==> src/sv/plhs_pkg.sv <==
// Types and constants shared by the latency statistics core.
`timescale 1ns / 1ps
`default_nettype none
package plhs_pkg;

   localparam int OP_W    = 2;
   localparam int SEQ_W   = 16;
   localparam int IDENT_W = 16;
   localparam int SEC_W   = 32;
   localparam int USEC_W  = 20;
   localparam int CNT_W   = 9;
   localparam int SUM_W   = 32;
   localparam int EPOCH_W = 8;

   localparam int REQ_DATA_W = 88;   // 84 field bits, padded to bytes
   localparam int RSP_DATA_W = 120;  // 114 field bits, padded to bytes

   localparam int CSR_IDX_W  = 1;
   localparam int CSR_DATA_W = 16;

   localparam logic [OP_W-1:0] OP_SEND   = 2'd0;
   localparam logic [OP_W-1:0] OP_REPLY  = 2'd1;
   localparam logic [OP_W-1:0] OP_FINISH = 2'd2;

   localparam logic [CSR_IDX_W-1:0] CSR_EXPECTED_IDENT = 1'd0;
   localparam logic [CSR_IDX_W-1:0] CSR_PACKET_COUNT   = 1'd1;

   localparam logic [IDENT_W-1:0] EXPECTED_IDENT_RST = 16'd0;
   localparam logic [CNT_W-1:0]   PACKET_COUNT_RST   = 9'd1;

   // epoch 0 marks a cleared slot
   localparam logic [EPOCH_W-1:0] EPOCH_FIRST = 8'd1;
   localparam logic [EPOCH_W-1:0] EPOCH_LAST  = 8'hff;

   localparam logic [SUM_W-1:0] USEC_PER_SEC = 32'd1000000;
   // x / 1000 == (x * MS_MAGIC) >> MS_SHIFT for every 32-bit x
   localparam int               MAGIC_W  = 29;
   localparam logic [MAGIC_W-1:0] MS_MAGIC = 29'd274877907;
   localparam int               MS_SHIFT = 38;
   localparam int               PROD_W   = SUM_W + MAGIC_W;

   localparam logic [SUM_W-1:0] MEAN_WEIGHT = 32'd25;
   localparam logic [SUM_W-1:0] LOST_WEIGHT = 32'd3000;

   typedef struct packed {
      logic [EPOCH_W-1:0] epoch;
      logic [USEC_W-1:0]  usec;
      logic [SEC_W-1:0]   sec;
   } slot_entry_type;

   typedef struct packed {
      logic              start;
      logic [SEC_W-1:0]  now_sec;
      logic [USEC_W-1:0] now_usec;
      logic [SEC_W-1:0]  then_sec;
      logic [USEC_W-1:0] then_usec;
   } delay_req_type;

   typedef struct packed {
      logic             valid;
      logic [SUM_W-1:0] ms;
   } delay_rsp_type;

   typedef struct packed {
      logic             start;
      logic [SUM_W-1:0] dividend;
      logic [CNT_W-1:0] divisor;
   } div_req_type;

   typedef struct packed {
      logic             done;
      logic [SUM_W-1:0] quotient;
   } div_rsp_type;

endpackage
`default_nettype wire

==> src/sv/plhs_div.sv <==
// Restoring divider, one quotient bit per cycle, for the mean delay.
`timescale 1ns / 1ps
`default_nettype none
module plhs_div (
   input  logic                  clock,
   input  logic                  reset,
   input  plhs_pkg::div_req_type req,
   output plhs_pkg::div_rsp_type rsp
);
   import plhs_pkg::*;

   localparam int STEP_W = $clog2(SUM_W);

   logic [CNT_W-1:0]  rem_ff, rem_in;
   logic [SUM_W-1:0]  quo_ff, quo_in;
   logic [CNT_W-1:0]  divisor_ff, divisor_in;
   logic [STEP_W-1:0] step_ff, step_in;
   logic              busy_ff, busy_in;
   logic              done_ff, done_in;
   logic [CNT_W:0]    trial;
   logic              fits;

   always_comb begin
      trial      = {rem_ff, quo_ff[SUM_W-1]};
      fits       = trial >= {1'b0, divisor_ff};
      rem_in     = rem_ff;
      quo_in     = quo_ff;
      divisor_in = divisor_ff;
      step_in    = step_ff;
      busy_in    = busy_ff;
      done_in    = 1'b0;
      if (req.start) begin
         rem_in     = '0;
         quo_in     = req.dividend;
         divisor_in = req.divisor;
         step_in    = STEP_W'(SUM_W - 1);
         busy_in    = 1'b1;
      end else if (busy_ff) begin
         rem_in  = fits ? CNT_W'(trial - {1'b0, divisor_ff}) : CNT_W'(trial);
         quo_in  = {quo_ff[SUM_W-2:0], fits};
         step_in = step_ff - STEP_W'(1);
         if (step_ff == '0) begin
            busy_in = 1'b0;
            done_in = 1'b1;
         end
      end
   end

   always_ff @(posedge clock) begin
      rem_ff     <= rem_in;
      quo_ff     <= quo_in;
      divisor_ff <= divisor_in;
      step_ff    <= step_in;
   end

   always_ff @(posedge clock) begin
      if (reset) begin
         busy_ff <= 1'b0;
         done_ff <= 1'b0;
      end else begin
         busy_ff <= busy_in;
         done_ff <= done_in;
      end
   end

   assign rsp.done     = done_ff;
   assign rsp.quotient = quo_ff;

endmodule
`default_nettype wire

==> config.mk <==
export PLATFORM = sky130hd
export DESIGN_NAME = plhs_div
export DESIGN_NICKNAME = d
export VERILOG_FILES = /design/src/sv/plhs_pkg.sv /design/src/sv/plhs_div.sv
export SDC_FILE = /design/constraint.sdc
export NUM_CORES = 1
export LEC_CHECK = 0
export ABC_CLOCK_PERIOD_IN_PS = 5000
export BUFFER_PORTS_ARGS = -buffer_cell sky130_fd_sc_hd__buf_4
export CELL_PAD_IN_SITES_DETAIL_PLACEMENT = 1
export CELL_PAD_IN_SITES_GLOBAL_PLACEMENT = 1
export CORE_MARGIN = 10
export CORE_UTILIZATION = 44
export DETAILED_ROUTE_END_ITERATION = 7
export GPL_ROUTABILITY_DRIVEN = 0
export PLACE_DENSITY = 0.85
export SYNTH_ARGS = -nofsm -noshare
export SYNTH_HDL_FRONTEND = slang
export SYNTH_SLANG_ARGS = --single-unit
==> constraint.sdc <==
create_clock -name clock -period 5 [get_ports clock]
set_input_delay 0.25 -clock clock [delete_from_list [all_inputs] [get_ports clock]]
set_output_delay 0.25 -clock clock [all_outputs]
set_load 0.01 [all_outputs]
# After elaboration in Yosys (flattened, before gate mapping)
# Cells that the tools add are included.
word_totals:
  reg_bits: 57
  input_bits: 44
  output_inout_bits: 33
  elab_cells: 20
op_classes:
  n_addsub: 2
  magnitude_cmp: 1
  mux: 7
  bitwise: 1
  reduce_logical: 3
op_table:
  columns: ["cell", "count"]
  rows:
  - ["$mux 32", 2]
  - ["$ge 10x9->1", 1]
  - ["$mux 9", 1]
  - ["$sub 9x9->9", 1]
  - ["$logic_not 5->1", 1]
  - ["$sub 5x1->5 const B", 1]
  - ["$mux 1", 4]
  - ["$reduce_or 3->1", 1]
  - ["$reduce_bool 2->1", 1]
  - ["$not 1->1", 1]

# Longest topological paths before layout
logic_depth:
  depth_word: 4
  mapped_depth: 10
  ltp_nobuf: 9

# Least setup slack after synthesis
# No wires, ideal clock.
synth_timing:
  path_type: "register to register"
  start: "register quo_ff[31]"
  end: "register rem_ff[1]"
  setup_ns: 0.126
  t_arrival_ns: 2.264
  required_time_ns: 4.874
  path_slack_ns: 2.610
  stages_incl_launch_ff: 11
  path_buffers: 1
  period_less_slack_ns: 2.390
  path_cell_list: "edfxtp_1 > inv_1 > ha_1 > inv_1 > fa_1 > a211oi_2 > o31ai_4 > a211oi_4 > buf_6 > mux2i_1 > o21ai_1"
synth_via:
  elab_chain_cells: 2
  elab_cells_between_ends: 3
  cone_classes: "1 x add/sub; 1 x order compare; 1 x mux"
synth_lines:
  columns: ["element", "line", "rtl"]
  rows:
  - ["start, declared", "plhs_div.sv:15", "logic [SUM_W-1:0] quo_ff, quo_in;"]
  - ["start signal, assigned", "plhs_div.sv:51", "quo_ff <= quo_in;"]
  - ["$sub 9x9->9 or $ge 10x9->1 (tied branches)", "plhs_div.sv:39, plhs_div.sv:25", null]
  - ["$mux 9 (*)", "plhs_div.sv:39", "rem_in = fits ? CNT_W'(trial - {1'b0, divisor_ff}) : CNT_W'(trial);"]
  - ["end signal, assigned", "plhs_div.sv:50", "rem_ff <= rem_in;"]
  - ["end, declared", "plhs_div.sv:14", "logic [CNT_W-1:0] rem_ff, rem_in;"]
# Every way passes the cells marked *; elsewhere a longest branch is shown, timed or not.
# A chain may end at the register's enable or synchronous reset.

# Worst setup path in the final report
layout_timing:
  start: "register quo_ff[31]"
  end: "register rem_ff[0]"
# The elaborated chain is that of the path after synthesis.

==> flow_results.org <==
** Status
- The flow ran to the end, and the final reports show no timing, DRC or antenna violations.

** Power
- The share of total power dissipated in sequential elements is 0.487.
- The share of total power dissipated in the clock network is 0.355.
- Power density cells :: roughly 330 nW/um^2
- Leakage power :: between 1.5 and 2 nW
- Fraction of power consumed by combinational cells :: 0.159
- Int Pwr :: 875 uW
- Of the total power, the share spent switching nets is 0.256.
- VDD sags by at most 0.213 mV.
- The analysis attributes to net switching a power of ~300 uW.

** Global routing
- The first global-routing pass estimated 11500 microns of wire.
- The via count of the first global-routing pass is 2154.
- The initial antenna violation count is 0.
- GR Overflow Total :: 0
- Entering global routing, the biggest net connects between 50 and 60 pins.
- Total routing resource utilization after global routing :: 0.148

** Routing
- Final WL :: 7170 microns
- The pre-antenna-repair detailed-routing pass consisted of 5 iterations.
- The final route contains between 1500 and 2000 vias.
- Iteration-0 DRC count of the detailed router :: between 90 and 100
- Drt wl/cell :: roughly 20 microns
- In the routed layout, each cell is associated on average with a via count of between 5 and 6.
- Once detail routing completed, the nets flagged for antenna violations numbered 0.
- In the routed design, unresolved DRC markers number 0.

** STA
- Max-Slew Margin vs Limit :: 0.477
- Of the available clock period, the critical path in the final layout requires 0.549.
- The number of hold violations in the final report was 0.
- Setup repair after global routing missed its margin :: false
- Setup violation total in the final timing report :: 0
- Worst setup slack after layout :: 2.25 ns
- Max Fclk :: 0.364 GHz
- The final number of max-transition violations came to 0.
- Total Negative Setup Slacks :: 0 ns
- Clock period minus worst slack :: approximately 2.7 ns
- Worst-margin pin slew :: 0.781 ns
- Post-route clock skew :: 0.0104 ns

** Flow run
- Across the run, the number of max-cap violations was 0.

** Synth
- Number of distinct library cells after synthesis :: 42
- Synthesis handed over a netlist of 208 instances.
- Cell area after technology mapping :: around 2800 sq um
- Syn_area_per_cell :: 13.2 sq um
- Of the total synthesized cell area, the portion taken by AND, OR, NAND and NOR gates is 0.0686.
- Share of synthesized area occupied by flip-flops and latches :: 0.563
- Post-synth net total :: roughly 260
- Asr flop ratio synth :: 0
- Mux contribution to synthesized area :: 0.149
- The synthesized design contains 57 register bits.
- Cell accounting for the most synthesized area :: edfxtp_1
- Synthesized-area fraction occupied by adder cells :: 0.0572
- After synthesis, the largest family of logic cells by area is multiplexers.
- Most used DFF post-synth :: edfxtp_1
- Of the total synthesized cell area, the portion taken by XOR and XNOR cells is 0.0286.
- The synthesized design contains a little over 40 enable-type register cells.
- Yosys printed 0 warnings.
- Fraction of synthesized cell area taken by the top area cell type :: 0.447
- By area the synthesized netlist is led by edfxtp_1, mux2_2, dfxtp_1, ha_1, mux2i_1.
- The complex-gate fraction of the synthesized area came to 0.0927.

** Setup path
- Cell count of the worst reg-to-reg path :: 9
- Along the worst path, the maximum fanout reaches 14.
- Data on the critical path is required at its endpoint by 5.24 ns.
- Setup slack on the worst reg-to-reg path comes out at about 2.3 ns.
- At the worst endpoint, the arrival time is around 3.0 ns.
- STA classifies the critical path endpoint as a flip-flop.
- Start-to-end type of the worst setup path :: flip-flop to flip-flop
- The startpoint identified for the worst register-to-register timing path is quo_ff[31]$_DFFE_PP_.
- The worst setup path is launched from a flip-flop.
- Capture instance of the worst register-to-register path :: rem_ff[0]$_SDFFE_PP0P_

** Clocking
- Root buffer cell :: clkbuf_8
- Number of clock buffers inserted by TritonCTS :: 9
- Buffers inserted to repair hold after CTS numbered 0.
- Count of clock tree sinks :: 57
- Clock transition at the register clock pins on the worst setup and hold paths after CTS :: 0.07 ns
- Count of instances resized after the clock tree is built :: 0
- Counting along the longest clock path gives a buffer depth of 2.
- TritonCTS built the clock tree.
- In this run the number of H-tree levels came out at 3.
- For the worst-skew pair, the clock arrives at the later sink with an insertion delay of roughly 0.34 ns.
- Post-CTS Setup Bufs :: 0

** Floorplanning
- Width of the die :: approximately 99 microns
- Die Area :: around 9800 sq um
- Vertical extent of the die :: roughly 100 microns
- During I/O placement, the number of pins put on the boundary was 77.
- Starting Density :: 0.460
- Area of the core region :: between 5000 and 6000 sq um
- The floorplan has 28 rows.

** Finish
- Compared with the post-synthesis result, the final layout area differs by 29.2%.
- Diode count :: 0
- In the final layout, the share of cells above drive strength 1 is 0.435.
- Most common cell after layout, fill and taps aside :: buf_4
- Leaving out fill and tap cells, the most frequent cells in the layout are buf_4, edfxtp_1, mux2_2, inv_1, dfxtp_1.
- In the final design database the tool counted 343 nets.

** Min path
- The path with the worst hold slack has its endpoint at busy_ff$_SDFF_PP0_.
- The min-delay analysis places its worst path in the category input pin to flip-flop.
- The worst hold path passes through 2 cells.
- In this run the most critical hold path is launched from reset.

** Placed design
- Number of buffer cells added on primary ports :: 76
- At the placement stage, the worst setup path has a slack of around 2.3 ns.
- The wire-length estimate of the detail-placed layout is around 5300 microns.
## metrics by stage
stage	hold WS, ns	cell area, sq um	power [mW]	instances	util
finish	0.0752	3560	1.18	367	0.594
global route	0.0704	3560	1.23	367	0.594
CTS	0.0625	3560	1.19	367	0.594
detailed placement	0.430	3370	0.770	351	0.563
global placement	0.429	3370	0.761	351	0.563
floorplan	0.322	2750	0.675	208	-
## worst max-delay path: stages (launching register included)
cell and delay (ns):
edfxtp_1 0.38, inv_1 0.09, ha_1 0.16, inv_1 0.05, fa_1 0.41, a211oi_2 0.31, o31ai_4 0.14, a211oi_4 0.68
mux2i_1 0.18, a22o_1 0.23
## state kept, by name (all words and copies together), names as in the netlist
register	count
quo_ff	32
rem_ff	9
step_ff	5
done_ff	1
busy_ff	1
divisor_ff	9
## layer usage
layer,vias up,share of wire,global-route usage
li1,922,-,-
met4,0,0.011,0.0496
met1,928,0.39,0.155
met2,56,0.49,0.239
met3,8,0.11,0.0900
met5,-,0,0
## power groups by stage
stage          sequential (mW)  combinational [mW]  clock, mW
2_1_floorplan            0.591              0.0836          0
3_3_place_gp             0.581               0.180          0
3_5_place_dp             0.583               0.188          0
4_1_cts                  0.573               0.190      0.429
5_1_grt                  0.578               0.203      0.444
6_report                 0.573               0.187      0.417
## cell families (layout without fill, tap and decap cells)
group	count (synthesis)	after routing
XOR/XNOR	9	9
buffers and inverters	25	109
AND/OR/NAND/NOR	36	36
adder cells (fa/ha/maj)	12	12
flip-flops	57	57
multiplexers	37	37
AO/OA/AOI/OAI	32	32
## how the worst max path moves through the flow
| stage | from | endpoint | slack (ns) | cells after the start |
|---|---|---|---|---|
| after global placement | quo_ff[31]$_DFFE_PP_ | rem_ff[0]$_SDFFE_PP0P_ | 2.36 | 9 |
| final | quo_ff[31]$_DFFE_PP_ | rem_ff[0]$_SDFFE_PP0P_ | 2.25 | 9 |
| after global routing | quo_ff[31]$_DFFE_PP_ | rem_ff[0]$_SDFFE_PP0P_ | 2.07 | 9 |
| after CTS | quo_ff[31]$_DFFE_PP_ | rem_ff[0]$_SDFFE_PP0P_ | 2.23 | 9 |
| after floorplan | quo_ff[31]$_DFFE_PP_ | rem_ff[1]$_SDFFE_PP0P_ | 2.61 | 10 |
| after detailed placement | quo_ff[31]$_DFFE_PP_ | rem_ff[0]$_SDFFE_PP0P_ | 2.26 | 9 |
## synth_stat cells, types with 2 or more instances
cell	count
clkbuf_1	3
buf_1	3
o21ai_0	4
edfxtp_1	41
a21o_1	2
nand4_1	2
ha_1	11
xor2_1	4
buf_6	2
nand2b_1	7
dfxtp_1	16
a21oi_1	4
nand2_1	10
mux2i_1	6
a32oi_1	2
o31ai_1	3
a211o_1	2
inv_1	16
nor2b_1	3
mux2_2	31
xnor2_1	5
nor2_1	5
nand3_1	2
nor3_1	3
o21ai_1	4
## cell type report
cell class / count / area, sq um
clock buffers: 9 / 124
clock inverters: 7 / 61.3
fillers: 616 / 2430
inverters: 16 / 60.1
multi-input cells: 126 / 1090
flip-flops and latches: 57 / 1550
well taps: 75 / 93.8
repair buffers: 77 / 578
Power figures use the tool's default switching activity.
