### src/sv/plhs_pkg.sv
// Types and constants shared by the latency statistics core.
`timescale 1ns / 1ps
`default_nettype none
package plhs_pkg;

   localparam int OP_W    = 2;
   localparam int SEQ_W   = 16;
   localparam int IDENT_W = 16;
   localparam int SEC_W   = 32;
   localparam int USEC_W  = 20;
   localparam int CNT_W   = 9;
   localparam int SUM_W   = 32;
   localparam int EPOCH_W = 8;

   localparam int REQ_DATA_W = 88;   // 84 field bits, padded to bytes
   localparam int RSP_DATA_W = 120;  // 114 field bits, padded to bytes

   localparam int CSR_IDX_W  = 1;
   localparam int CSR_DATA_W = 16;

   localparam logic [OP_W-1:0] OP_SEND   = 2'd0;
   localparam logic [OP_W-1:0] OP_REPLY  = 2'd1;
   localparam logic [OP_W-1:0] OP_FINISH = 2'd2;

   localparam logic [CSR_IDX_W-1:0] CSR_EXPECTED_IDENT = 1'd0;
   localparam logic [CSR_IDX_W-1:0] CSR_PACKET_COUNT   = 1'd1;

   localparam logic [IDENT_W-1:0] EXPECTED_IDENT_RST = 16'd0;
   localparam logic [CNT_W-1:0]   PACKET_COUNT_RST   = 9'd1;

   // epoch 0 marks a cleared slot
   localparam logic [EPOCH_W-1:0] EPOCH_FIRST = 8'd1;
   localparam logic [EPOCH_W-1:0] EPOCH_LAST  = 8'hff;

   localparam logic [SUM_W-1:0] USEC_PER_SEC = 32'd1000000;
   // x / 1000 == (x * MS_MAGIC) >> MS_SHIFT for every 32-bit x
   localparam int               MAGIC_W  = 29;
   localparam logic [MAGIC_W-1:0] MS_MAGIC = 29'd274877907;
   localparam int               MS_SHIFT = 38;
   localparam int               PROD_W   = SUM_W + MAGIC_W;

   localparam logic [SUM_W-1:0] MEAN_WEIGHT = 32'd25;
   localparam logic [SUM_W-1:0] LOST_WEIGHT = 32'd3000;

   typedef struct packed {
      logic [EPOCH_W-1:0] epoch;
      logic [USEC_W-1:0]  usec;
      logic [SEC_W-1:0]   sec;
   } slot_entry_type;

   typedef struct packed {
      logic              start;
      logic [SEC_W-1:0]  now_sec;
      logic [USEC_W-1:0] now_usec;
      logic [SEC_W-1:0]  then_sec;
      logic [USEC_W-1:0] then_usec;
   } delay_req_type;

   typedef struct packed {
      logic             valid;
      logic [SUM_W-1:0] ms;
   } delay_rsp_type;

   typedef struct packed {
      logic             start;
      logic [SUM_W-1:0] dividend;
      logic [CNT_W-1:0] divisor;
   } div_req_type;

   typedef struct packed {
      logic             done;
      logic [SUM_W-1:0] quotient;
   } div_rsp_type;

endpackage
`default_nettype wire

### src/sv/plhs_delay.sv
// Round-trip delay in milliseconds, two registered multiply stages.
`timescale 1ns / 1ps
`default_nettype none
module plhs_delay (
   input  logic                    clock,
   input  logic                    reset,
   input  plhs_pkg::delay_req_type req,
   output plhs_pkg::delay_rsp_type rsp
);
   import plhs_pkg::*;

   logic [SUM_W-1:0]  scaled_ff, scaled_in;
   logic [SUM_W-1:0]  dusec_ff, dusec_in;
   logic [PROD_W-1:0] prod_ff, prod_in;
   logic              v1_ff, v1_in;
   logic              v2_ff, v2_in;
   logic [SUM_W-1:0]  dsec;
   logic [SUM_W-1:0]  total_us;

   always_comb begin
      dsec      = req.now_sec - req.then_sec;
      dusec_in  = SUM_W'(req.now_usec) - SUM_W'(req.then_usec);
      // low 32 bits only: the microsecond count wraps
      scaled_in = SUM_W'(dsec * USEC_PER_SEC);
      v1_in     = req.start;
      total_us  = scaled_ff + dusec_ff;
      prod_in   = PROD_W'(total_us) * PROD_W'(MS_MAGIC);
      v2_in     = v1_ff;
   end

   always_ff @(posedge clock) begin
      scaled_ff <= scaled_in;
      dusec_ff  <= dusec_in;
      prod_ff   <= prod_in;
   end

   always_ff @(posedge clock) begin
      if (reset) begin
         v1_ff <= 1'b0;
         v2_ff <= 1'b0;
      end else begin
         v1_ff <= v1_in;
         v2_ff <= v2_in;
      end
   end

   assign rsp.valid = v2_ff;
   assign rsp.ms    = SUM_W'(prod_ff[PROD_W-1:MS_SHIFT]);

endmodule
`default_nettype wire

### config.mk
export PLATFORM = sky130hd
export DESIGN_NAME = plhs_delay
export DESIGN_NICKNAME = d
export VERILOG_FILES = /design/src/sv/plhs_pkg.sv /design/src/sv/plhs_delay.sv
export SDC_FILE = /design/constraint.sdc
export NUM_CORES = 1
export LEC_CHECK = 0
export BUFFER_PORTS_ARGS = -buffer_cell sky130_fd_sc_hd__buf_4
export CORE_ASPECT_RATIO = 0.7
export CORE_MARGIN = 4
export CORE_UTILIZATION = 51
export DETAILED_ROUTE_END_ITERATION = 12
export PLACE_DENSITY = 0.69
export SYNTH_ARGS = -nofsm -noshare
export SYNTH_HDL_FRONTEND = slang
export SYNTH_SLANG_ARGS = --single-unit
### constraint.sdc
create_clock -name clock -period 9.1 [get_ports clock]
set_clock_uncertainty 0.2 [all_clocks]
set_input_delay 1.365 -clock clock [delete_from_list [all_inputs] [get_ports clock]]
set_output_delay 1.365 -clock clock [all_outputs]
set_load 0.01 [all_outputs]
# ---- After elaboration in Yosys (flattened, before gate mapping)
# Index checks and enable logic that the tools add are counted.
dict set report totals {
  ff_bits 110
  latchBits 0
  mem_bits_rw 0
  mem_bits_ro 0
  in_bits 107
  output_inout_bits 33
  wordCells 10
  memories 0
}
dict set report op_classes {
  addsub 3
  multipliers 2
  div 0
  magnitude_cmp 0
  eq_ne 0
  shifts 0
  n_mux 0
  bitwise 0
  n_reduce_logical 0
}
# cell count
set ops {}
lappend ops {{32-bit by 29-bit multiplier with 61-bit output (second input constant)} 1}
lappend ops {{32-bit adder} 1}
lappend ops {{32-bit by 14-bit multiplier with 26-bit output (second input constant)} 1}
lappend ops {{32-bit subtractor} 1}
lappend ops {{20-bit by 20-bit subtractor with 21-bit output} 1}

# ---- Logic depth before layout (Yosys ltp)
# Gate-level depths: netlist of run 1.
dict set report depth {
  ltp_word 2
  mapped_depth 39
  mapped_depth_nobuf 39
}

# ---- Worst setup path after synthesis of run 1
# No wires, ideal clock.
dict set report synth_path {
  path_kind {register -> register}
  from {register scaled_ff[6]}
  to {register prod_ff[54]}
  setup_time_ns 0.064
  arrival_ns 9.038
  required_ns 8.836
  slack_ns -0.202
  path_stages_with_launch 39
  n_path_buf 0
  period_less_slack_ns 9.302
  path_cell_list {dfxtp_1 > ha_1 > fa_1 > a21o_1 > a21oi_1 > o21bai_1 > a21oi_1 > o21bai_1 > a211o_1 > nand2_1 > o21ai_1 > or4b_1 > a31o_1 > a21o_1 > xor2_1 > ha_1 > inv_1 > fa_1 > (+3 left out) > inv_1 > fa_1 > inv_1 > fa_1 > fa_1 > ha_1 > ha_1 > nand2_1 > nor2_1 > nand3_1 > a2111oi_0 > a21oi_1 > o31ai_1 > nand2b_1 > a31oi_1 > o21a_1 > nor3_1 > nor2_1}
}
dict set report synth_between {
  elab_chain_cells 2
}
# element line_no
set synth_lines {}
lappend synth_lines {{start: declaration} plhs_delay.sv:12} ;# logic [SUM_W-1:0] scaled_ff, scaled_in;
lappend synth_lines {{start signal: assignment} plhs_delay.sv:32} ;# scaled_ff <= scaled_in;
lappend synth_lines {{32-bit adder} plhs_delay.sv:26} ;# total_us = scaled_ff + dusec_ff;
lappend synth_lines {{32-bit by 29-bit multiplier with 61-bit output} plhs_delay.sv:27} ;# prod_in = PROD_W'(total_us) * PROD_W'(MS_MAGIC);
lappend synth_lines {{net prod_in[54]} plhs_delay.sv:14} ;# logic [PROD_W-1:0] prod_ff, prod_in;
lappend synth_lines {{end signal: assignment} plhs_delay.sv:34} ;# prod_ff <= prod_in;
lappend synth_lines {{end: declaration} plhs_delay.sv:14}
# The timed path passes the listed nets, and every way through them passes these cells.
# A chain may end at the register's enable or synchronous reset.

# ---- Final worst setup path of run 1
dict set report layout_path {
  from {register dusec_ff[6]}
  to {register prod_ff[58]}
}
dict set report layout_between {
  elab_chain_cells 2
}
# element line_no
set layout_lines {}
lappend layout_lines {{start: declaration} plhs_delay.sv:13} ;# logic [SUM_W-1:0] dusec_ff, dusec_in;
lappend layout_lines {{start signal: assignment} plhs_delay.sv:33} ;# dusec_ff <= dusec_in;
lappend layout_lines {{32-bit adder} plhs_delay.sv:26}
lappend layout_lines {{32-bit by 29-bit multiplier with 61-bit output} plhs_delay.sv:27}
lappend layout_lines {{net prod_in[58]} plhs_delay.sv:14}
# The timed path passes the listed nets, and every way through them passes these cells.

==> key figures, run 1 <==
Status
  – Status: finished clean

Floorplanning
  – DIE WIDTH: 254 um
  – Chip Height: 180 um
  – Die area: 45700 um2
  – Initial cell density of the core: about 52%
  – IO Pins: 140
  – CORE AREA: 41300 um2
  – Std cell rows: 62

Hold path
  – Tightest Hold Check Type: reg -> reg
  – HP Start: v1_ff
  – Hold depth: 1
  – WHS Endpoint: v2_ff

Setup path
  – Worst EP required: 9.15 ns
  – Arrival time of the worst setup path: 9.02 ns
  – Worst path max stage delay: 0.59 ns
  – Worst setup EP type: flip-flop
  – Reg2Reg Setup Slack: 0.13 ns
  – Crit-path most repeated cell: ha_4
  – Worst Reg2Reg Path Length in Cells: 38
  – Type of origin of the critical path: flip-flop
  – Crit-path slowest cell: fa_2
  – Crit-path max FO: 3
  – Critical path class: reg -> reg
  – Reg-to-reg startpoint: dusec_ff[6]
  – Worst r2r dst: prod_ff[58]

Layout
  – Commonest non-fill, non-tap cell in the layout: inv_1
  – Layout cells sized above 1: 17.1%
  – Ant diodes: 0
  – Final non-filler cell total: slightly above 3000
  – Most frequent cells in the layout: 539 x inv_1, 505 x ha_1, 353 x fa_1, 300 x buf_4, 84 x nor2_1
  – Synth-to-Final Area Change: 18.2%
  – # nets final: ~3500

Logic synthesis
  – Sequential fraction of the synthesis area: approximately 6.7%
  – Number of enable flip-flop cells after synthesis: 0
  – Synth async-reset ratio: 0%
  – Top_reg_cell synth: dfxtp_1
  – Syn avg cell area: around 10 um2
  – Synthesis-stage register bit count: 72
  – YS warnings: 0
  – Synth Cell Area: 21600 um2
  – Post-Synthesis Cells: 2162
  – Post-synth cell types: 66

STA
  – Max-slew headroom: 7.63%
  – Worst-Margin Slew: about 1.4 ns
  – Final hold viol count: 0
  – Min Tclk post-route: 8.97 ns
  – Max Slew Vio Count: 0
  – RSZ-0062 raised after global routing: true
  – Fmax: 0.111 GHz
  – Final setup fails: 0
  – Sum Neg Setup Slack: 0 ns
  – Fin crit share: 98.6%

Detailed routing
  – DRT antenna net count: 0
  – Initial drt markers: 802
  – Drt wl/cell: about 17 um
  – TritonRoute pass-1 iters: 5
  – # DRC: 0
  – Vias per inst: between 5 and 6
  – Routed wire length: 52000 um
  – Via count: between 15000 and 20000

CTS
  – Post-CTS Hold Fix Bufs: 0
  – CTS Buffer Depth: 2
  – Inserted Clock Buffers: 9
  – Clock slew at reported path FFs: 0.06 ns
  – Clock Sinks: 72
  – CTS tree: built
  – CTS root buf: clkbuf_16
  – H-tree levels: 3
  – Skew-Pair Late Insertion Delay: between 0.3 and 0.4 ns

Placement
  – Placed Cells: 2995
  – GPL Wtd Cong: 0.978
  – Port-buffer cells: approximately 120
  – DP HPWL: 46100 um

GRT
  – Antenna violations before repair: 1
  – First-pass GRT wire length: 84600 um
  – GRT Residual Overflow: 0
  – Largest net degree at the start of global routing: 13
  – Total GRT Usage: between 20 and 25%
  – Number of global-route vias before repair: approximately 17000

Run
  – Max Cap Viol: 0
[layer usage]
layer	routed length (um)	share of wire, %	GRT usage, %
met2	23700	46	36.7
met4	897	1.7	4.54
met3	3120	6.0	4.63
met1	24300	47	33.5
met5	0	0	0
[how the worst max path moves through the flow]
stage,start,endpoint,cells after the start
global placement,scaled_ff[6],prod_ff[58],39
floorplan,scaled_ff[6],prod_ff[54],38
global route,scaled_ff[7],prod_ff[59],37
finish,dusec_ff[6],prod_ff[58],38
detailed placement,scaled_ff[6],prod_ff[58],39
CTS,scaled_ff[6],prod_ff[56],38
[state kept, by name, indices dropped and copies added, names as in the netlist]
| name | count |
|---|---|
| dusec_ff | 21 |
| prod_ff | 23 |
| v1_ff | 1 |
| scaled_ff | 26 |
| v2_ff | 1 |
[layout make-up]
| cell class | instances | area [um2] |
|---|---|---|
| repair buffers | 303 | 2290 |
| clock inverters | 4 | 98.8 |
| multi-input cells | 1542 | 18700 |
| fillers | 3393 | 15900 |
| inverters | 544 | 2040 |
| flip-flops and latches | 72 | 1440 |
| clock buffers | 12 | 267 |
| well taps | 544 | 681 |
[worst max-delay path, delay by kind of cell, from the launching register on]
kind / cells / cell delay [ns]
fa+ha+maj: 11 / 4.06
xor+xnor: 2 / 0.29
simple gates: 7 / 0.97
buf+inv: 5 / 0.35
compound gates: 13 / 2.62
flops: 1 / 0.32
[kinds of logic (layout without fill, tap and decap cells)]
family,after synthesis,count (layout),share of synthesized area (%)
compound gates,294,294,9.10
xor+xnor,110,110,4.65
fa+ha+maj,888,888,64.3
buf+inv,556,863,9.85
flops,72,72,6.69
other cells,1,9,0.0174
simple gates,241,241,5.37
[stage by stage]
stage | hold slack, ns | worst slack (ns) | utilization (%) | area, um2
finish | 0.234 | 0.130 | 61.6 | 25500
global route | 0.249 | -0.243 | 61.6 | 25500
CTS | 0.237 | 0.00240 | 60.4 | 25000
detailed placement | 0.223 | -0.758 | 59.1 | 24400
global placement | 0.224 | -0.638 | 59.1 | 24400
floorplan | 0.214 | 0.0412 | - | 21600
[Yosys cell counts, drive strengths merged (5+ instances only)]
master	count	area [um2]
a211oi	13	97.6
a21boi	6	45.1
a21o	48	360
a21oi	78	394
a31oi	7	43.8
and2	7	43.8
and3	5	31.3
buf	10	75.1
dfxtp	72	1440
fa	367	7350
ha	521	6520
inv	544	2040
nand2	44	168
nand2b	14	87.6
nand3	19	95.1
nand4	12	75.1
nor2	86	323
nor2b	15	93.8
nor3	21	105
o2111ai	5	50.0
o211ai	6	45.0
o21a	27	203
o21ai	57	285
o21bai	12	90.1
o31ai	5	37.5
or4	6	45.0
xnor2	74	656
xor2	35	325
[what timing repair did]
action | CTS | global route
resized for setup | 32 | 76
setup buffers | 1 | 10
pin swaps | 18 | 42
endpoints found under the setup margin | 21 | 22
Power of run 1 is not shown: default switching activity piles up to over one toggle a cycle in this logic, so the estimate is an artifact.
==> inputs of run 2 (changes only) <==
- GPL_TIMING_DRIVEN: not set -> 0
==> key figures, run 2 (synthesis results as in run 1) <==
Detailed routing
  – Via count: 15291 (was 15775)
  – # DRC: 0 (unchanged)
  – DR top layer: met4 (unchanged)
  – Met1 wire length: 23900 um (was 24300 um)
  – Drt wl/cell: 17.4 um (was 17.2 um)
  – TritonRoute pass-1 iters: 5 (unchanged)
  – Routed wire length: 50800 um (was 52000 um)
  – Initial drt markers: 791 (was 802)
  – Routed wl met3: 2720 um (was 3120 um)
  – Routed wl met2: 23500 um (was 23700 um)
  – DRT antenna net count: 0 (unchanged)
  – Vias per inst: 5.24 (was 5.22)

Placement
  – GPL Wtd Cong: 0.918 (was 0.978)
  – DP HPWL: 43000 um (was 46100 um)
  – Dpl ws: -1.69 ns (was -0.758 ns)
  – Port-buffer cells: 118 (unchanged)

STA
  – Min Tclk post-route: 9.05 ns (was 8.97 ns)
  – Max-slew headroom: 28.8% (was 7.63%)
  – Final setup fails: 0 (unchanged)
  – Final hold viol count: 0 (unchanged)
  – Max Slew Vio Count: 0 (unchanged)
  – RSZ-0062 raised after global routing: true (unchanged)
  – Fin crit share: 99.5% (was 98.6%)
  – Worst-Margin Slew: 1.06 ns (was 1.38 ns)
  – Final setup margin: 0.0453 ns (was 0.130 ns)
  – Fmax: 0.110 GHz (was 0.111 GHz)

Run
  – Max Cap Viol: 0 (unchanged)

CTS
  – CTS tree: built (unchanged)
  – CTS Buffer Depth: 2 (unchanged)
  – Clock Sinks: 72 (unchanged)
  – Clock slew at reported path FFs: 0.06 ns (about the same)
  – Post-CTS Hold Fix Bufs: 0 (unchanged)
  – Skew-Pair Late Insertion Delay: 0.36 ns (was 0.37 ns)
  – H-tree levels: 3 (unchanged)
  – Inserted Clock Buffers: 9 (unchanged)
  – CTS root buf: clkbuf_16 (unchanged)

Layout
  – Number of flip-flops in the largest register: 26 (unchanged)
  – Top Registers: scaled_ff (26), prod_ff (23), dusec_ff (21) (unchanged)
  – # nets final: 3363 (was 3467)
  – Layout cells sized above 1: 14.2% (was 17.1%)
  – Synth-to-Final Area Change: 15.5% (was 18.2%)
  – Ant diodes: 0 (unchanged)
  – Commonest non-fill, non-tap cell in the layout: inv_1 (unchanged)
  – Reg with most FFs: scaled_ff (unchanged)
  – Most frequent cells in the layout: 538 x inv_1, 498 x ha_1, 361 x fa_1, 192 x buf_4, 80 x nor2_1 (was 539 x inv_1, 505 x ha_1, 353 x fa_1, 300 x buf_4, 84 x nor2_1)

Floorplanning
  – Chip Height: 180 um (unchanged)
  – Initial cell density of the core: 52.1% (unchanged)
  – CORE AREA: 41300 um2 (unchanged)
  – DIE WIDTH: 254 um (unchanged)
  – Std cell rows: 62 (unchanged)
  – Die area: 45700 um2 (unchanged)
  – IO Pins: 140 (unchanged)

GRT
  – Largest net degree at the start of global routing: 14 (was 13)
  – Number of global-route vias before repair: 16064 (was 16843)
  – Total GRT Usage: 22.4% (was 23.2%)
  – GRT Residual Overflow: 0 (unchanged)
  – Antenna violations before repair: 0 (was 1)
  – First-pass GRT wire length: 81900 um (was 84600 um)

Setup path
  – Arrival time of the worst setup path: 9.15 ns (was 9.02 ns)
  – Crit-path slowest cell: fa_2 (unchanged)
  – Type of origin of the critical path: flip-flop (unchanged)
  – Crit-path most repeated cell: ha_4 (unchanged)
  – Worst path max stage delay: 0.61 ns (was 0.59 ns)
  – Worst EP required: 9.20 ns (was 9.15 ns)
  – Critical path class: reg -> reg (unchanged)
  – Crit-path max FO: 5 (was 3)
  – Worst setup EP type: flip-flop (unchanged)

Hold path
  – Tightest Hold Check Type: reg -> reg (unchanged)

Status
  – Status: finished clean (unchanged)
-- run 2: worst max-delay path, delay by kind of cell (launching register included) --
family                     cells  cell delay [ns]
AOI/OAI and AO/OA             15             2.88
and+or+nand+nor                4             0.83
buffers and inverters          4             0.43
adders and majority gates     11             4.12
xor gates and xnor gates       1             0.19
DFF                            1             0.33
-- run 2: final timing paths --
check / slack, ns / depth (start not counted) / to / startpoint
setup / recovery: 0.05 / 35 / prod_ff[53] / dusec_ff[6]
setup reg to reg: 0.05 / 35 / prod_ff[53] / dusec_ff[6]
hold / removal: 0.24 / 1 / v2_ff / v1_ff
hold reg to reg: 0.24 / 1 / v2_ff / v1_ff
-- run 2: cell type report --
| type | count | area, um2 |
|---|---|---|
| multi-input combinational | 1542 | 18900 |
| fill | 3376 | 16400 |
| inverter | 544 | 2040 |
| timing repair buffer | 189 | 1470 |
| sequential | 72 | 1440 |
| tap | 544 | 681 |
| clock buffer | 10 | 229 |
| buffer | 10 | 75.1 |
| clock inverter | 6 | 68.8 |
-- run 2: what timing repair did --
action	in CTS	in global routing
setup buffers	27	37
pin swaps	32	55
setup endpoints to repair	23	22
resized for setup	64	58
-- run 2: metal layers --
layer | GRT usage (%) | up-vias
li1 | - | 7381
met1 | 32.9 | 7543
met2 | 35.8 | 325
met3 | 3.23 | 42
met4 | 3.95 | 0
met5 | 0 | -
-- run 2: stage by stage --
stage	area (um2)	hold WS, ns	instances	TNS [ns]	util (%)
6_report	24900	0.239	2917	0	60.2
3_3_place_gp	23200	0.221	2832	-22.41	56.0
4_1_cts	24300	0.245	2880	-0.0567	58.7
3_5_place_dp	23400	0.231	2839	-26.52	56.6
2_1_floorplan	21600	0.214	2170	0	-
5_1_grt	24900	0.270	2917	-2.45	60.2
Power of run 2 is left out for the same reason.
